$ cat config.mk
export PLATFORM = sky130hd
export DESIGN_NAME = rbst_div
export DESIGN_NICKNAME = d
export VERILOG_FILES = /design/src/design/rbst_pkg.sv /design/src/design/rbst_div.sv
export SDC_FILE = /design/constraint.sdc
export NUM_CORES = 1
export LEC_CHECK = 0
export BUFFER_PORTS_ARGS = -buffer_cell sky130_fd_sc_hd__buf_4
export CORE_ASPECT_RATIO = 2
export CORE_MARGIN = 10
export CORE_UTILIZATION = 47
export CTS_BUF_LIST = sky130_fd_sc_hd__clkbuf_4
export CTS_CLUSTER_SIZE = 30
export DETAILED_ROUTE_END_ITERATION = 7
export GPL_TIMING_DRIVEN = 0
export PLACE_DENSITY = 0.77
export SETUP_SLACK_MARGIN = 0.1
export SYNTH_ARGS = -nofsm -noshare
export SYNTH_HDL_FRONTEND = slang
export SYNTH_SLANG_ARGS = --single-unit
$ cat constraint.sdc
create_clock -name clk_i -period 8.95 [get_ports clk_i]
set_clock_uncertainty 0.05 [all_clocks]
set_input_delay 1.79 -clock clk_i [delete_from_list [all_inputs] [get_ports clk_i]]
set_output_delay 1.79 -clock clk_i [all_outputs]
set_load 0.03 [all_outputs]
$ cat src/design/rbst_pkg.sv
// shared widths, codes and divider handshake types of the slab test
`default_nettype none
package rbst_pkg;

  localparam int COORD_W = 32;
  localparam int FRAC_W  = 16;
  localparam int CFG_W   = 16;
  localparam int DIFF_W  = COORD_W + 1;
  // quotient bits produced by the serial divider once saturation is ruled out
  localparam int DIV_STEPS = COORD_W - 1;
  localparam int DIV_CNT_W = $clog2(DIV_STEPS);
  // numerator bits shifted in below the first partial remainder
  localparam int LOW_W     = COORD_W - 1 - FRAC_W;

  localparam logic [CFG_W-1:0] MIN_ABS_DIR_RST = CFG_W'(1);

  typedef logic signed [COORD_W-1:0] coord_t;
  typedef logic [1:0] axis_t;

  localparam axis_t AXIS_X     = 2'd0;
  localparam axis_t AXIS_Z     = 2'd2;
  localparam axis_t AXIS_SPARE = 2'd3;

  typedef struct packed {
    logic                start;
    logic                neg;
    logic [DIFF_W-1:0]   num;
    logic [COORD_W-1:0]  den;
  } div_req_t;

  typedef struct packed {
    logic   done;
    logic   busy;
    coord_t quot;
  } div_rsp_t;

endpackage
`default_nettype wire

$ cat src/design/rbst_div.sv
// serial radix-2 divider: saturated signed (num << frac) / den
`default_nettype none
module rbst_div (
  input  wire logic               clk_i,
  input  wire logic               rst_ni,
  input  wire rbst_pkg::div_req_t req_i,
  output rbst_pkg::div_rsp_t      rsp_o
);

  typedef enum logic [1:0] {
    D_IDLE,
    D_SAT,
    D_STEP,
    D_DONE
  } dstate_e;

  dstate_e                                dstate_q;
  logic [rbst_pkg::COORD_W-1:0]           rem_q;
  logic [rbst_pkg::COORD_W-1:0]           den_q;
  logic [rbst_pkg::DIV_STEPS-1:0]         bits_q;
  logic [rbst_pkg::DIV_STEPS-1:0]         quo_q;
  logic [rbst_pkg::DIV_CNT_W-1:0]         cnt_q;
  logic                                   neg_q;
  logic                                   sat_q;
  logic                                   done_q;
  rbst_pkg::coord_t                       quot_q;

  logic [rbst_pkg::COORD_W:0]             rem2;
  logic [rbst_pkg::COORD_W+1:0]           trial;
  logic                                   fits;

  // shift in the next numerator bit and try the subtract
  assign rem2  = {rem_q, bits_q[rbst_pkg::DIV_STEPS-1]};
  assign trial = {1'b0, rem2} - {2'b00, den_q};
  assign fits  = !trial[rbst_pkg::COORD_W+1];

  always_ff @(posedge clk_i or negedge rst_ni) begin
    if (!rst_ni) begin
      dstate_q <= D_IDLE;
      done_q   <= 1'b0;
      cnt_q    <= '0;
    end else begin
      done_q <= 1'b0;
      case (dstate_q)
        D_IDLE: begin
          if (req_i.start) begin
            rem_q    <= rbst_pkg::COORD_W'(req_i.num[rbst_pkg::DIFF_W-1:rbst_pkg::LOW_W]);
            bits_q   <= {req_i.num[rbst_pkg::LOW_W-1:0], {rbst_pkg::FRAC_W{1'b0}}};
            den_q    <= req_i.den;
            neg_q    <= req_i.neg;
            sat_q    <= 1'b0;
            cnt_q    <= '0;
            dstate_q <= D_SAT;
          end
        end
        D_SAT: begin
          // quotient at or above 2^(w-1) saturates
          if (rem_q >= den_q) begin
            sat_q    <= 1'b1;
            dstate_q <= D_DONE;
          end else begin
            dstate_q <= D_STEP;
          end
        end
        D_STEP: begin
          rem_q  <= fits ? trial[rbst_pkg::COORD_W-1:0] : rem2[rbst_pkg::COORD_W-1:0];
          quo_q  <= {quo_q[rbst_pkg::DIV_STEPS-2:0], fits};
          bits_q <= {bits_q[rbst_pkg::DIV_STEPS-2:0], 1'b0};
          cnt_q  <= cnt_q + 1'b1;
          if (cnt_q == rbst_pkg::DIV_CNT_W'(rbst_pkg::DIV_STEPS - 1)) begin
            dstate_q <= D_DONE;
          end
        end
        D_DONE: begin
          if (sat_q) begin
            quot_q <= neg_q ? {1'b1, {(rbst_pkg::COORD_W-1){1'b0}}}
                            : {1'b0, {(rbst_pkg::COORD_W-1){1'b1}}};
          end else begin
            quot_q <= neg_q ? (~{1'b0, quo_q} + 1'b1) : {1'b0, quo_q};
          end
          done_q   <= 1'b1;
          dstate_q <= D_IDLE;
        end
        default: dstate_q <= D_IDLE;
      endcase
    end
  end

  assign rsp_o.done = done_q;
  assign rsp_o.busy = (dstate_q != D_IDLE);
  assign rsp_o.quot = quot_q;

endmodule
`default_nettype wire

==> results of run 1 <==
cell usage in the layout, fill, tap and decap left out, drive strengths merged, types with 16 or more instances in the layout:
cell and count:
clkbuf 46, nand2 38, nor2 91, nand3 17, buf 110, mux2i 31
xnor2 21, mux2 16, a21o 23, ha 71, o22ai 20, o21ai 35
inv 53, edfxtp 144, nor3 16, a21oi 81
through the flow:
stage	area, sq um	setup WS (ns)
after detailed placement	10300	5.10
after CTS	10600	5.07
after global placement	10300	2.79
final	10600	5.05
after global routing	10600	4.84
after floorplan	9230	4.19
state kept, by name (all words and copies together), names as in the netlist:
register,flops
den_q,32
quot_q,32
rem_q,32
quo_q,31
bits_q,15
cnt_q,5
dstate_q,2
done_q,1
neg_q,1
sat_q,1
final cells by class:
class                      instances  area (sq um)
antenna                            1          2.50
buffer                            37           149
clock buffer                      17           128
clock inverter                    15           143
fill                            1701          8760
inverter                          48           180
multi-input combinational        627          4380
sequential                       152          4520
tap                              259           324
timing repair buffer             102           778
power by group:
| part | internal, uW | total, uW | switching, uW | leakage (uW) |
|---|---|---|---|---|
| Sequential | 970 | 1060 | 89.5 | 0.00142 |
| Combinational | 433 | 1110 | 675 | 0.00271 |
| Clock | 142 | 417 | 275 | 0.000139 |
| Total | 1550 | 2590 | 1040 | 0.00427 |
worst min path at each step:
stage | end | cells after the start | from
2_1_floorplan | quo_q[2] | 0 | quo_q[1]
3_3_place_gp | quo_q[2] | 0 | quo_q[1]
3_5_place_dp | quo_q[2] | 0 | quo_q[1]
4_1_cts | quo_q[2] | 0 | quo_q[1]
5_1_grt | quo_q[2] | 0 | quo_q[1]
6_report | quo_q[2] | 0 | quo_q[1]
cells by family after synthesis:
kind of cell,synth area share [%]
and+or+nand+nor,13.6
buffers and inverters,3.57
adders and majority gates,9.85
AOI/OAI and AO/OA,15.4
xor gates and xnor gates,3.13
muxes,5.32
DFF,49.0
synth_stat cells, types with 12 or more instances:
cell type	instances
nor3_1	15
o21ai_0	35
inv_1	48
a21oi_1	81
edfxtp_1	144
nor2_1	91
a21o_1	23
mux2i_1	31
xor2_1	12
ha_1	71
o22ai_1	20
nand3_1	17
mux2_2	16
nor2b_1	13
xnor2_1	21
nand2_1	38
nand2b_1	14
clkbuf_1	29
routing by layer:
metal | vias to the layer above | GRT usage (%)
li1 | 3490 | -
met1 | 3428 | 14.5
met2 | 219 | 34.3
met3 | 81 | 3.54
met4 | 0 | 12.5
met5 | - | 0
worst reg2reg max path: stages, from the launching register on:
cell and delay (ns):
edfxtp_1 0.51, ha_1 0.32, clkbuf_1 0.30, nand2_1 0.17
nor4_1 0.34, nand3_1 0.13, a211oi_1 0.39, o211ai_1 0.17
a21oi_1 0.36, buf_2 0.36, buf_2 0.29, nand2_1 0.15
o22ai_1 0.22
==> flow_summary.json, run 1 <==
{
  "drt_iter0_drc": 413,
  "rows": 72,
  "synth_ff_type": "edfxtp_1",
  "hold_class": "flop to flop",
  "nets": 1126,
  "worstSetupPathDepth": 12,
  "cts_tree": "done",
  "fmax_mhz": 256,
  "ys_types": 66,
  "die_h_um": 218,
  "core_sq_um": 19400,
  "relSlewSlack_pct": 45.0,
  "async_flop_share_pct": 5.26,
  "syn2layout_area_growth_pct": 15.0,
  "initial_core_util_pct": 47.6,
  "clockBufferDepth": 2,
  "crit_path_top_delay_cell": "edfxtp_1",
  "postCtsSetupRepairBufs": 0,
  "top_layer": "met4",
  "root_buffer": "clkbuf_4",
  "synth_area_leaders": "edfxtp_1 (47%), ha_1 (9.6%), a21oi_1 (4.4%), nor2_1 (3.7%), mux2i_1 (3.4%)",
  "clock_latency_ns": 0.63,
  "die_area_sq_um": 26000,
  "fp.dieW_um": 119,
  "r2r_end": "rem_q[24]",
  "path_cells": "ha_1 -> clkbuf_1 -> nand2_1 -> nor4_1 -> nand3_1 -> a211oi_1 -> o211ai_1 -> a21oi_1 -> buf_2 -> buf_2 -> nand2_1 -> o22ai_1",
  "clock-sinks": 152,
  "htreeDepth": 4,
  "worst-path-max-fanout": 10,
  "fin_crit_ns": 3.90,
  "vias": 7218,
  "place.gp.congestion": 0.919,
  "synth_top_area_cell": "edfxtp_1",
  "synth_cells": 864,
  "drt_pass1_iterations": 5,
  "leakage_uw": 0.00427,
  "slowest_delay_ns": 0.51,
  "grt_usage_pct": 17.3,
  "ys.warnings.count": 0,
  "wirelength_um": 22700,
  "crit_end": "rem_q[24]",
  "r2r-start": "rem_q[16]",
  "drive_above_1_share_pct": 16.5,
  "finalCritPeriodShare_pct": 43.6,
  "finalPower_uw": 2590,
  "critPathTopFamily": "compound AO/OA/AOI/OAI gates",
  "wl_met2_um": 13000,
  "grt_pass1_wl_um": 35800,
  "postRouteAntennaNets": 0,
  "synth_top_cell_area_share_pct": 46.9,
  "finalSetupTns_ns": 0,
  "instances_no_fill": 1258,
  "antenna_found_initial": 1,
  "io_buffers": 101,
  "grt_max_degree": 34,
  "hold_viol_final": 0,
  "synth_seq_cells": 152,
  "synth_edf_count": 144,
  "r2r_cells": 12,
  "peakVddDrop_mv": 0.128,
  "outcome": "complete, no violations",
  "holdWs_ns": 0.481,
  "wl_met3_um": 841,
  "met1_length_um": 7530,
  "syn_area_sq_um": 9230,
  "drcViolationCount": 0,
  "cp_data_arrival_time_ns": 4.32,
  "grt_pass1_vias": 7547,
  "avgSynthCellArea_sq_um": 10.7,
  "cts_buffers": 17,
  "syn_nets": 1005,
  "path_buf_inv": 3,
  "ios": 103,
  "regToRegSetupSlack_ns": 5.05,
  "cp-start-kind": "flop",
  "end_kind": "flop",
  "wl_per_cell_um": 18.0,
  "path_clk_slew_ns": 0.15,
  "cts_hold_buf": 0,
  "drv_slew": 0,
  "max-cap-violations": 0,
  "overflow": 0,
  "ctsResizeCount": 0,
  "dp_cells": 1225,
  "p_per_area_nw_per_um2": 244,
  "via_per_inst": 5.74,
  "rsz0062_at_grt": "no",
  "seq_area_frac_synth_pct": 49.0,
  "cp.required_ns": 9.37,
  "final_util_pct": 54.8,
  "dp_hpwl_um": 17600,
  "worstMarginPinSlew_ns": 0.825,
  "path_class": "flop to flop",
  "setup-violations-final": 0,
  "crit_start": "rem_q[16]"
}
No activity file was read; power rests on OpenSTA's default activity.
==> inputs of run 2 (changes only) <==
- PLACE_DENSITY: 0.77 -> 0.8
- clock period: 8.95 -> 3.4 ns (I/O delays scaled with it)
==> run 2 against run 1 <==
  * Hold slack worse by 0.26 ns
  * First-iteration DRC count fell by 5.6%
  * Clock-buffer cell count grew 1
  * Sequential share of layout area is 0.88 points lower
  * Power grew to 2.7 times the previous value
  * Combinational power grew to 2.7 times the previous value
  * Register-to-register slack got worse by 4.9 ns
  * Cell area is 2.1% higher
  * Maximum frequency rose by 18%
  * Flip-flop and latch count unchanged
  * Critical path type unchanged
  * Largest power group unchanged
==> flow_summary.json, run 2 (synthesis results as in run 1) <==
{
  "die_h_um": 218,
  "clockBufferDepth": 2,
  "hold_class": "input pin to flop",
  "cp.required_ns": 3.68,
  "cp-start-kind": "flop",
  "fillers": 1670,
  "drt_iter0_drc": 390,
  "wl_per_cell_um": 18.2,
  "htreeDepth": 4,
  "place.gp.congestion": 0.904,
  "max-cap-violations": 0,
  "dp_hpwl_um": 17700,
  "grt_pass1_wl_um": 36600,
  "stdcell_area_sq_um": 10800,
  "via_per_inst": 5.69,
  "postRouteAntennaNets": 0,
  "r2r_end": "quot_q[30]",
  "io_buffers": 101,
  "fmax_mhz": 304,
  "layout_common_cells": "edfxtp_1 (144), buf_4 (118), nor2_1 (91), a21oi_1 (78), ha_1 (66)",
  "grt_usage_pct": 17.6,
  "drt_pass1_iterations": 5,
  "regToRegSetupSlack_ns": 0.11,
  "p_per_area_nw_per_um2": 643,
  "r2r_cells": 12,
  "grt_max_degree": 34,
  "clock_latency_ns": 0.58,
  "drive_above_1_share_pct": 19.5,
  "clock-sinks": 152,
  "path_clk_slew_ns": 0.14,
  "grt_pass1_vias": 7621,
  "nets": 1138,
  "pre_cts_ws_ns": -0.465,
  "root_buffer": "clkbuf_4",
  "path_class": "flop to flop",
  "initial_core_util_pct": 47.6,
  "worstMarginPinSlew_ns": 0.829,
  "slowest_delay_ns": 0.48,
  "drv_slew": 0,
  "cp_data_arrival_time_ns": 3.57,
  "setup_ws_ns": 0.105,
  "outcome": "complete, no violations",
  "crit_start": "quo_q[0]",
  "relSlewSlack_pct": 44.7,
  "fin_crit_ns": 3.29,
  "final_util_pct": 55.9,
  "vias": 7226,
  "cts_tree": "done",
  "overflow": 0,
  "r2r-start": "quo_q[0]",
  "end_kind": "flop",
  "worst-path-max-fanout": 5,
  "core_sq_um": 19400,
  "crit_end": "quot_q[30]",
  "die_area_sq_um": 26000,
  "cts_buffers": 17,
  "rsz0062_at_grt": "yes",
  "dpl_cell_area_sq_um": 10300,
  "top_regs": "den_q (32), quot_q (32), rem_q (32)",
  "wirelength_um": 23100,
  "peakVddDrop_mv": 0.430,
  "layout_commonest_cell": "edfxtp_1",
  "drcViolationCount": 0,
  "rows": 72,
  "hold_viol_final": 0,
  "crit_path_top_delay_cell": "or4b_4",
  "finalCritPeriodShare_pct": 96.9,
  "syn2layout_area_growth_pct": 17.5,
  "antenna_found_initial": 1,
  "path_cells": "inv_1 -> ha_2 -> or4b_4 -> or3_4 -> buf_6 -> or4_4 -> nor2b_4 -> nand3b_4 -> nor3_4 -> buf_4 -> a31oi_1 -> a2bb2oi_1",
  "leakage_uw": 0.00436,
  "setup-violations-final": 0,
  "ios": 103,
  "fp.dieW_um": 119
}
-- run 2: cell count changes in the layout (fill, tap and decap cells not counted), sizes merged --
cell / change
clkbuf: -1
dlygate4sd3: +1
buf: +13
bufinv: +1
clkinvlp: +1
inv: -3
-- run 2: worst min-delay path by stage --
| stage | from | to | depth (start not counted) |
|---|---|---|---|
| global route | req_i[1] | den_q[1] | 1 |
| floorplan | rst_ni | cnt_q[0] | 0 |
| global placement | quo_q[1] | quo_q[2] | 0 |
| CTS | req_i[3] | den_q[3] | 1 |
| finish | req_i[11] | den_q[11] | 1 |
| detailed placement | quo_q[1] | quo_q[2] | 0 |
-- run 2: power by group --
part,total [uW],switching (uW),internal [uW]
combinational,3040,1830,1210
sequential,2780,231,2550
clock,1140,697,447
total,6970,2760,4210
-- run 2: timing repair --
item                                   in CTS  in global routing
endpoints found under the hold margin       8                  0
setup buffers                               5                 10
setup endpoints to repair                  66                 66
resized for setup                          13                 20
hold buffers                                1                  0
gates cloned                                0                  0
pin swaps                                   1                  5
-- run 2: final cells by class --
| cell class | instances | area (sq um) | area share (%) |
|---|---|---|---|
| flip-flops and latches | 152 | 4520 | 41.8 |
| multi-input cells | 627 | 4460 | 41.2 |
| repair buffers | 118 | 901 | 8.31 |
| well taps | 259 | 324 | 2.99 |
| inverters | 48 | 180 | 1.66 |
| plain buffers | 33 | 158 | 1.45 |
| clock inverters | 14 | 151 | 1.40 |
| clock buffers | 18 | 135 | 1.25 |
| diodes | 1 | 2.50 | 0.0231 |
-- run 2: routing by layer --
metal / part of all wire [%] / track usage, % / vias up
met5: 0 / 0 / -
li1: - / - / 3498
met1: 33 / 15.3 / 3417
met3: 3.9 / 3.30 / 87
met2: 57 / 34.4 / 224
met4: 5.7 / 12.4 / 0
-- run 2: stage by stage --
| step | total power (uW) | hold slack [ns] | TNS, ns | instances |
|---|---|---|---|---|
| floorplan | 4880 | 0.334 | 0 | 864 |
| global placement | 5660 | 0.441 | -46.35 | 1224 |
| detailed placement | 5770 | 0.436 | -18.47 | 1225 |
| CTS | 6940 | 0.168 | 0 | 1260 |
| global route | 7410 | 0.168 | 0 | 1270 |
| finish | 6970 | 0.219 | 0 | 1270 |
-- run 2: worst max-delay path, delay by kind of cell (launching register included) --
family                     cells  cell delay (ns)
DFF                            1             0.43
buffers and inverters          3             0.36
AOI/OAI and AO/OA              2             0.23
adders and majority gates      1             0.18
and+or+nand+nor                6             1.81
==> inputs of run 3 (changes only) <==
- CORE_UTILIZATION: 47 -> 40
- HOLD_SLACK_MARGIN: not set -> 0.05
- PLACE_DENSITY: 0.8 -> 0.71
==> run 3 against run 2 <==
  * Non-clock buffer count down 6
  * Maximum frequency increased by 1.4%
  * Via count fell by 0.30%
  * Sequential power about the same
  * Largest cell class unchanged
  * Clock-buffer cell count rose by 2
  * Cell area about the same
  * Critical endpoint is now quot_q[28]
  * Flip-flop and latch count unchanged
==> flow_summary.json, run 3 (synthesis results as in run 1) <==
{
  "antenna_found_initial": 1,
  "fmax_mhz": 308,
  "path_clk_slew_ns": 0.14,
  "regArea_sq_um": 4520,
  "outcome": "complete, no violations",
  "clock-sinks": 152,
  "multi_input_area_sq_um": 4460,
  "crit_path_top_delay_cell": "or4_4",
  "max-cap-violations": 0,
  "overflow": 0,
  "drt_iter0_drc": 539,
  "cp_data_arrival_time_ns": 3.50,
  "nets": 1132,
  "path_cells": "inv_2 -> ha_4 -> or4b_4 -> or3_4 -> buf_6 -> or4_4 -> nor2b_4 -> nand3b_4 -> nor3_4 -> mux2i_1 -> o22ai_1",
  "grt_usage_pct": 15.8,
  "postRouteAntennaNets": 0,
  "p_seq_share_pct": 39.8,
  "r2r_cells": 11,
  "core_sq_um": 22700,
  "p_per_area_nw_per_um2": 647,
  "final_util_pct": 47.6,
  "drcViolationCount": 0,
  "wl_per_cell_um": 18.4,
  "cts_tree": "done",
  "combPwrFrac_pct": 43.1,
  "path_class": "flop to flop",
  "drv_slew": 0,
  "layout_commonest_cell": "edfxtp_1",
  "fin_crit_ns": 3.25,
  "rsz0062_at_grt": "yes",
  "wirelength_um": 23700,
  "peakVddDrop_mv": 0.387,
  "place.gp.congestion": 0.900,
  "layout_common_cells": "edfxtp_1 (144), buf_4 (113), nor2_1 (91), a21oi_1 (78), ha_1 (67)",
  "grt_max_degree": 34,
  "syn2layout_area_growth_pct": 17.4,
  "holdWs_ns": 0.194,
  "p_sw_uw": 2740,
  "regToRegSetupSlack_ns": 0.15,
  "r2r-start": "quo_q[1]",
  "setup-violations-final": 0,
  "leakage_uw": 0.00435,
  "pwr-share-clk_pct": 17.2,
  "drive_above_1_share_pct": 19.1,
  "whs_path_depth": 1,
  "swShare_pct": 39.1,
  "worst-path-max-fanout": 4,
  "slowest_delay_ns": 0.49,
  "worstMarginPinSlew_ns": 0.842,
  "io_buffers": 101,
  "fillers": 2161,
  "vias": 7204,
  "grt_pass1_vias": 7691,
  "relSlewSlack_pct": 43.9,
  "cp-start-kind": "flop",
  "end_kind": "flop",
  "dp_cells": 1246,
  "clock_latency_ns": 0.60,
  "ios": 103,
  "fp.dieW_um": 127,
  "p_int_uw": 4270,
  "holdPathEnd": "den_q[1]",
  "pre_cts_ws_ns": -0.479,
  "via_per_inst": 5.61,
  "setup_ws_ns": 0.152,
  "grt_pass1_wl_um": 37600,
  "cts_buffers": 17,
  "root_buffer": "clkbuf_4",
  "top_regs": "den_q (32), quot_q (32), rem_q (32)",
  "instances_no_fill": 1285,
  "hold_viol_final": 0,
  "die_h_um": 235,
  "rows": 78,
  "htreeDepth": 4,
  "die_area_sq_um": 29900,
  "r2r_end": "quot_q[28]",
  "cp.required_ns": 3.66,
  "dp_hpwl_um": 18200,
  "finalCritPeriodShare_pct": 95.5,
  "hold_class": "input pin to flop",
  "initial_core_util_pct": 40.6,
  "drt_pass1_iterations": 5,
  "clockBufferDepth": 2,
  "worstHoldStart": "req_i[1]"
}
==> run 3: worst max path at each step <==
stage / from / to / slack (ns) / cells after the start
after floorplan: quo_q[0] / quot_q[28] / 0.28 / 11
after global placement: dstate_q[0] / rem_q[16] / -0.68 / 5
after detailed placement: rem_q[16] / rem_q[24] / -0.48 / 12
after CTS: rem_q[3] / rem_q[24] / 0.08 / 11
after global routing: quo_q[1] / quot_q[28] / -0.009 / 11
final: quo_q[1] / quot_q[28] / 0.15 / 11
==> run 3: timing repair <==
| action | CTS | global route |
|---|---|---|
| pin swaps | 1 | 6 |
| gates resized for setup | 14 | 19 |
| buffers inserted | 4 | 5 |
| cloned | 0 | 0 |
| endpoints found under the setup margin | 66 | 65 |
| hold buffers | 1 | 0 |
| hold endpoints to repair | 8 | 0 |
==> run 3: stage by stage <==
stage                     TNS (ns)  power (uW)  area [sq um]
final                            0        7010         10800
after global routing      -0.00869        7490         10800
after CTS                        0        7030         10700
after detailed placement    -19.59        5780         10400
after global placement      -50.08        5700         10300
after floorplan                  0        4880          9230
==> run 3: power groups by stage <==
stage / Clock (uW) / Sequential, uW / Combinational (uW)
2_1_floorplan: 0 / 2890 / 1990
3_3_place_gp: 0 / 2840 / 2860
3_5_place_dp: 0 / 2840 / 2940
4_1_cts: 1240 / 2790 / 2990
5_1_grt: 1320 / 2830 / 3340
6_report: 1200 / 2790 / 3020
==> run 3: worst max-delay path, delay by kind of cell, from the launching register on <==
| family | cells | cell delay (ns) |
|---|---|---|
| fa+ha+maj | 1 | 0.14 |
| simple gates | 6 | 1.80 |
| buf+inv | 2 | 0.22 |
| compound gates | 1 | 0.10 |
| mux | 1 | 0.20 |
| flops | 1 | 0.44 |
==> run 3: layout make-up <==
cell class	count	share of cell area (%)
Antenna cell	1	0.0231
Buffer	33	1.46
Clock buffer	20	1.39
Clock inverter	12	1.40
Inverter	48	1.66
Multi-Input combinational cell	627	41.2
Sequential cell	152	41.8
Tap cell	280	3.23
Timing Repair Buffer	112	7.90
==> run 3: metal layers <==
layer	wire [um]	global-route usage, %
met2	13800	31.2
met5	0	0
met1	7650	13.3
met4	1300	10.4
met3	916	3.11
